## src/sv/fpla_pkg.sv

```systemverilog
// Shared types and constants of the free page list allocator.
// No dependencies; every other file uses these names with fpla_pkg:: scoping.
package fpla_pkg;

  localparam int MaxPages  = 4096;
  localparam int PageW     = $clog2(MaxPages);
  localparam int CountW    = PageW + 1;
  localparam int CfgW      = 11;
  localparam int OpW       = 2;
  localparam int StatusW   = 2;
  localparam int ApbAddrW  = 3;
  localparam int ApbDataW  = 32;
  localparam int GrowLimit = MaxPages / 2;

  localparam logic [CfgW-1:0] InitPagesReset = CfgW'(15);

  typedef enum logic [OpW-1:0] {
    OP_FORMAT = 2'd0,
    OP_ALLOC  = 2'd1,
    OP_FREE   = 2'd2
  } op_e;

  typedef enum logic [StatusW-1:0] {
    ST_OK       = 2'd0,
    ST_CAPACITY = 2'd1,
    ST_BAD_FREE = 2'd2
  } status_e;

  typedef enum logic [2:0] {
    S_IDLE,
    S_WALK,
    S_RD,
    S_POP,
    S_HOLD
  } state_e;

  // Register indexes, one 32-bit word each.
  localparam logic [0:0] RegInitPages = 1'b0;

endpackage

```

## src/sv/fpla_cfg.sv

```systemverilog
// APB-style register file holding the format page count.
// Depends on fpla_pkg.
module fpla_cfg (
  input  logic                            clk_i,
  input  logic                            rst_ni,
  input  logic                            psel,
  input  logic                            penable,
  input  logic                            pwrite,
  input  logic [fpla_pkg::ApbAddrW-1:0]   paddr,
  input  logic [fpla_pkg::ApbDataW-1:0]   pwdata,
  output logic [fpla_pkg::ApbDataW-1:0]   prdata,
  output logic                            pready,
  output logic [fpla_pkg::CfgW-1:0]       init_pages_o
);

  logic [fpla_pkg::CfgW-1:0] init_pages_q, init_pages_d;
  logic                      sel_init;

  // Word index sits above the byte offset.
  assign sel_init = (paddr[fpla_pkg::ApbAddrW-1] == fpla_pkg::RegInitPages);
  assign pready   = 1'b1;

  always_comb begin
    init_pages_d = init_pages_q;
    if (psel && penable && pwrite && sel_init) begin
      init_pages_d = pwdata[fpla_pkg::CfgW-1:0];
    end
  end

  always_ff @(posedge clk_i or negedge rst_ni) begin
    if (!rst_ni) begin
      init_pages_q <= fpla_pkg::InitPagesReset;
    end else begin
      init_pages_q <= init_pages_d;
    end
  end

  assign prdata = sel_init ? {{(fpla_pkg::ApbDataW - fpla_pkg::CfgW){1'b0}}, init_pages_q}
                           : '0;
  assign init_pages_o = init_pages_q;

endmodule

```

## config.mk

```make
export PLATFORM = sky130hd
export DESIGN_NAME = fpla_cfg
export DESIGN_NICKNAME = d
export VERILOG_FILES = /design/src/sv/fpla_pkg.sv /design/src/sv/fpla_cfg.sv
export SDC_FILE = /design/constraint.sdc
export NUM_CORES = 1
export LEC_CHECK = 0
export BUFFER_PORTS_ARGS = -buffer_cell sky130_fd_sc_hd__buf_4
export CAP_MARGIN = 20
export CORE_MARGIN = 10
export CORE_UTILIZATION = 29
export DETAILED_ROUTE_END_ITERATION = 16
export GPL_TIMING_DRIVEN = 0
export HOLD_SLACK_MARGIN = 0.06
export PLACE_DENSITY = 0.74
export SKIP_CTS_REPAIR_TIMING = 1
export SLEW_MARGIN = 25
export SYNTH_ARGS = -nofsm -noshare
export SYNTH_HDL_FRONTEND = slang
export SYNTH_SLANG_ARGS = --single-unit
export TNS_END_PERCENT = 10
```

## constraint.sdc

```tcl
create_clock -name clk_i -period 0.8 [get_ports clk_i]
set_input_delay 0.12 -clock clk_i [delete_from_list [all_inputs] [get_ports clk_i]]
set_output_delay 0.12 -clock clk_i [all_outputs]
set_load 0.05 [all_outputs]
```

### After elaboration in Yosys (flattened, before gate mapping)

Cells that the tools add are included.

| cells by class | value |
|---|---|
| mux-type cells | 1 |
| reduce and logical (&&, ||, !) cells | 3 |
| bitwise logic cells | 1 |

Operators by type and width:

| cell | number |
|---|---|
| $mux W11 | 1 |
| $logic_and A1 B1 Y1 | 3 |
| $not A1 Y1 | 1 |

| storage, ports and cells | value |
|---|---|
| logic and storage cells | 6 |
| bits of input ports | 40 |
| register bits | 11 |
| output and inout port bits | 44 |

### Longest topological paths before layout

| logic depth | value |
|---|---|
| word-level depth | 3 |
| mapped depth | 3 |
| mapped depth without buffers | 2 |

### Worst setup path before layout

OpenSTA, ideal clock, no wires.

| path | value |
|---|---|
| kind | flip-flop to output port |
| from | register init_pages_q, in the netlist init_pages_o[0] |
| to | output port prdata[0] in the netlist's numbering |
| required time | 0.680 ns |
| arrival | 1.445 ns |
| stages on the path, launching flop included | 2 |
| path buffers | 0 |
| path slack | -0.765 ns |
| cell sequence | dfstp_2 > nor2b_1 |

| on the way | value |
|---|---|
| longest elaborated chain between the ends | 1 |

RTL lines:

| element | RTL line | source |
|---|---|---|
| start, declared | fpla_cfg.sv:16 | `logic [fpla_pkg::CfgW-1:0] init_pages_q, init_pages_d;` |
| start signal, assigned | fpla_cfg.sv:32 | `init_pages_q <= fpla_pkg::InitPagesReset;` |
| start signal, assigned | fpla_cfg.sv:34 | `init_pages_q <= init_pages_d;` |
| $mux W11 | fpla_cfg.sv:38 | `assign prdata = sel_init ? {{(fpla_pkg::ApbDataW - fpla_pkg::CfgW){1'b0}}, init_pages_q}` |
| end, declared | fpla_cfg.sv:11 | `output logic [fpla_pkg::ApbDataW-1:0] prdata,` |

No other way between the ends.

### Worst setup path in the final report

| path | value |
|---|---|
| from | register init_pages_q, in the netlist init_pages_o[1] |
| to | output port prdata[1] in the netlist's numbering |

The elaborated chain is that of the path after synthesis.

==> results.ini <==
[cells_and_area]
largest_reg_flops=11
regArea_um2=280
drive_gt1_frac=0.748
design_area_mm2=0.00131
fillCellCount=213
fin_nets=164
multi_input_area_um2=418
area_growth_pct=81.7
antenna_cells=0
final_core_util=0.540
layoutNonFillerInstCount=153

[worst_setup_path]
cp-start-kind=flip-flop
reg2reg_depth=1
crit_buf_inv=1
worstPathMaxFanout=3
cpMaxStageDelayCell=dfstp_2
worstSetupPathDepth=2
crit_family=flip-flops
critPathKind=reg -> out
crit_chain=nor2b_4 -> buf_8
crit_required_ns=0.68
max_stage_delay_ns=0.54
crit_path_end_kind=output pin
arrival_ns=1.12

[placed_design]
dpl_cell_area_mm2=0.00120
globalplace.congestion=0.794
port_buffers=38
dp_cells=148
dp_hpwl_um=1780

[synth]
synth_top_area_frac=0.242
ys_warn_count=0
yosysUniqueCellTypes=11
syn_area_per_cell_um2=12.1
yosys-top-cells-area=dfrtp_1, buf_4, mux2_4
ys_seq_area_frac=0.388
syn_inst=60
syn_area_um2=723
ys_seq_elements=11
synth_top_cell_by_area=dfrtp_1

[run_status]
violations=setup timing
status=complete, but fails checks

[clock_network]
clk_latency_ns=0.27
cts_made_buffers=3
cts_tree=built
clock_tree.root_cell=clkbuf_4
cts.clk_slew.worst_paths_ns=0.07
cts_sinks=11
ctsLongestPathBuffers=2
h-tree-depth=1

[worst_hold_path]
holdCritPathClass=in -> reg
whs_path_depth=2

[timing]
drv_slew=0
rsz0062_at_grt=true
worst_slack_ns=-0.443
period_share=1.55
finalHoldWorstSlack_ns=0.0758
fmax_mhz=805
worst_pin_slew_ns=0.563
clock_skew_ns=0
setup_viol=22
tns_ns=-6.47
fin_crit_ns=1.24
hold_viol=0
slew_headroom=0.625

[floorplan]
rows=18
coreArea_mm2=0.00243
pin_count=84
dieWidth_um=69.9
initial_core_util=0.297
die_y_um=69.9
die_area_mm2=0.00489

[route]
drt-initial-drc-count=10
dr_total_vias=572
post_drt_via_cell_ratio=3.74
post-route-drc-count=0
routed_wirelength_um=2130
first_pass_iters=3
ant_nets=0
wl_per_cell_um=13.9

[grt]
grt_pass1_vias=644
grt-ovfl-total=0
grt_pass1_wl_um=3350
grt_max_degree=12
antenna_found_initial=0
track_usage=0.0847

[power]
p_int_mw=1.68
power.share.sequential=0.261
p_leak_nw=0.744
p_comb_frac=0.619
worst_ir_drop_vdd_mv=1.38
power_density_mw_per_mm2=2400
p_clk_frac=0.119
swShare=0.467
p_switching_mw=1.47

[flow_run]
max_cap_viol_count=0

## layout by cell type, fill, tap and decap left out, types with 3 or more instances in the layout
| cell type | n |
|---|---|
| buf_8 | 6 |
| dfstp_2 | 4 |
| clkbuf_4 | 3 |
| buf_6 | 9 |
| conb_1 | 22 |
| dfrtp_1 | 7 |
| mux2_4 | 11 |
| nor2b_4 | 10 |
| buf_4 | 46 |
## cell type report
class / count / area share
multi-input combinational: 45 / 0.318
timing repair buffer: 39 / 0.282
sequential: 11 / 0.213
buffer: 24 / 0.138
tap: 30 / 0.0286
clock buffer: 4 / 0.0200
## power by group through the flow
stage | Combinational (mW) | Sequential, mW | Clock [mW]
after floorplan | 0.942 | 1.25 | 0
after global placement | 1.81 | 0.813 | 0
after detailed placement | 1.82 | 0.826 | 0
after CTS | 1.82 | 0.818 | 0.391
after global routing | 2.02 | 0.844 | 0.413
final | 1.95 | 0.822 | 0.376
## path summary, 6_finish.rpt
check,from,endpoint,slack (ns)
max,init_pages_o[1]$_DFFE_PN1P_,prdata[1],-0.44
min,pwdata[5],init_pages_o[5]$_DFFE_PN0P_,0.08
max reg2reg,init_pages_o[9]$_DFFE_PN0P_,init_pages_o[9]$_DFFE_PN0P_,0.01
min reg2reg,init_pages_o[8]$_DFFE_PN0P_,init_pages_o[8]$_DFFE_PN0P_,0.54
max in group asynchronous,rst_ni,init_pages_o[0]$_DFFE_PN1P_,0.34
min in group asynchronous,rst_ni,init_pages_o[5]$_DFFE_PN0P_,0.24
## cell families after synthesis
logic type,Yosys count,synth area share
simple gates,12,0.130
flops,11,0.388
mux,11,0.223
other cells,2,0.0104
buf+inv,24,0.249
## through the flow
step           setup WS (ns)  total power [mW]
6_report              -0.443              3.15
5_1_grt               -0.488              3.28
3_5_place_dp          -0.314              2.65
3_3_place_gp          -0.295              2.62
4_1_cts               -0.479              3.03
2_1_floorplan         -0.380              2.19
## Yosys cell counts
cell and instances:
mux2_2 1, nand4b_4 1, buf_4 22, buf_6 1, clkbuf_1 1, dfstp_2 4
dfrtp_1 7, and2b_1 1, nor2b_1 10, mux2_4 10, conb_1 2
## routing by layer
metal	GRT usage	vias to the layer above	routed length [um]
li1	-	272	-
met4	0.0461	0	21
met2	0.132	41	973
met3	0.0452	2	240
met5	0	-	0
met1	0.0897	257	892
Power figures use the tool's default switching activity.
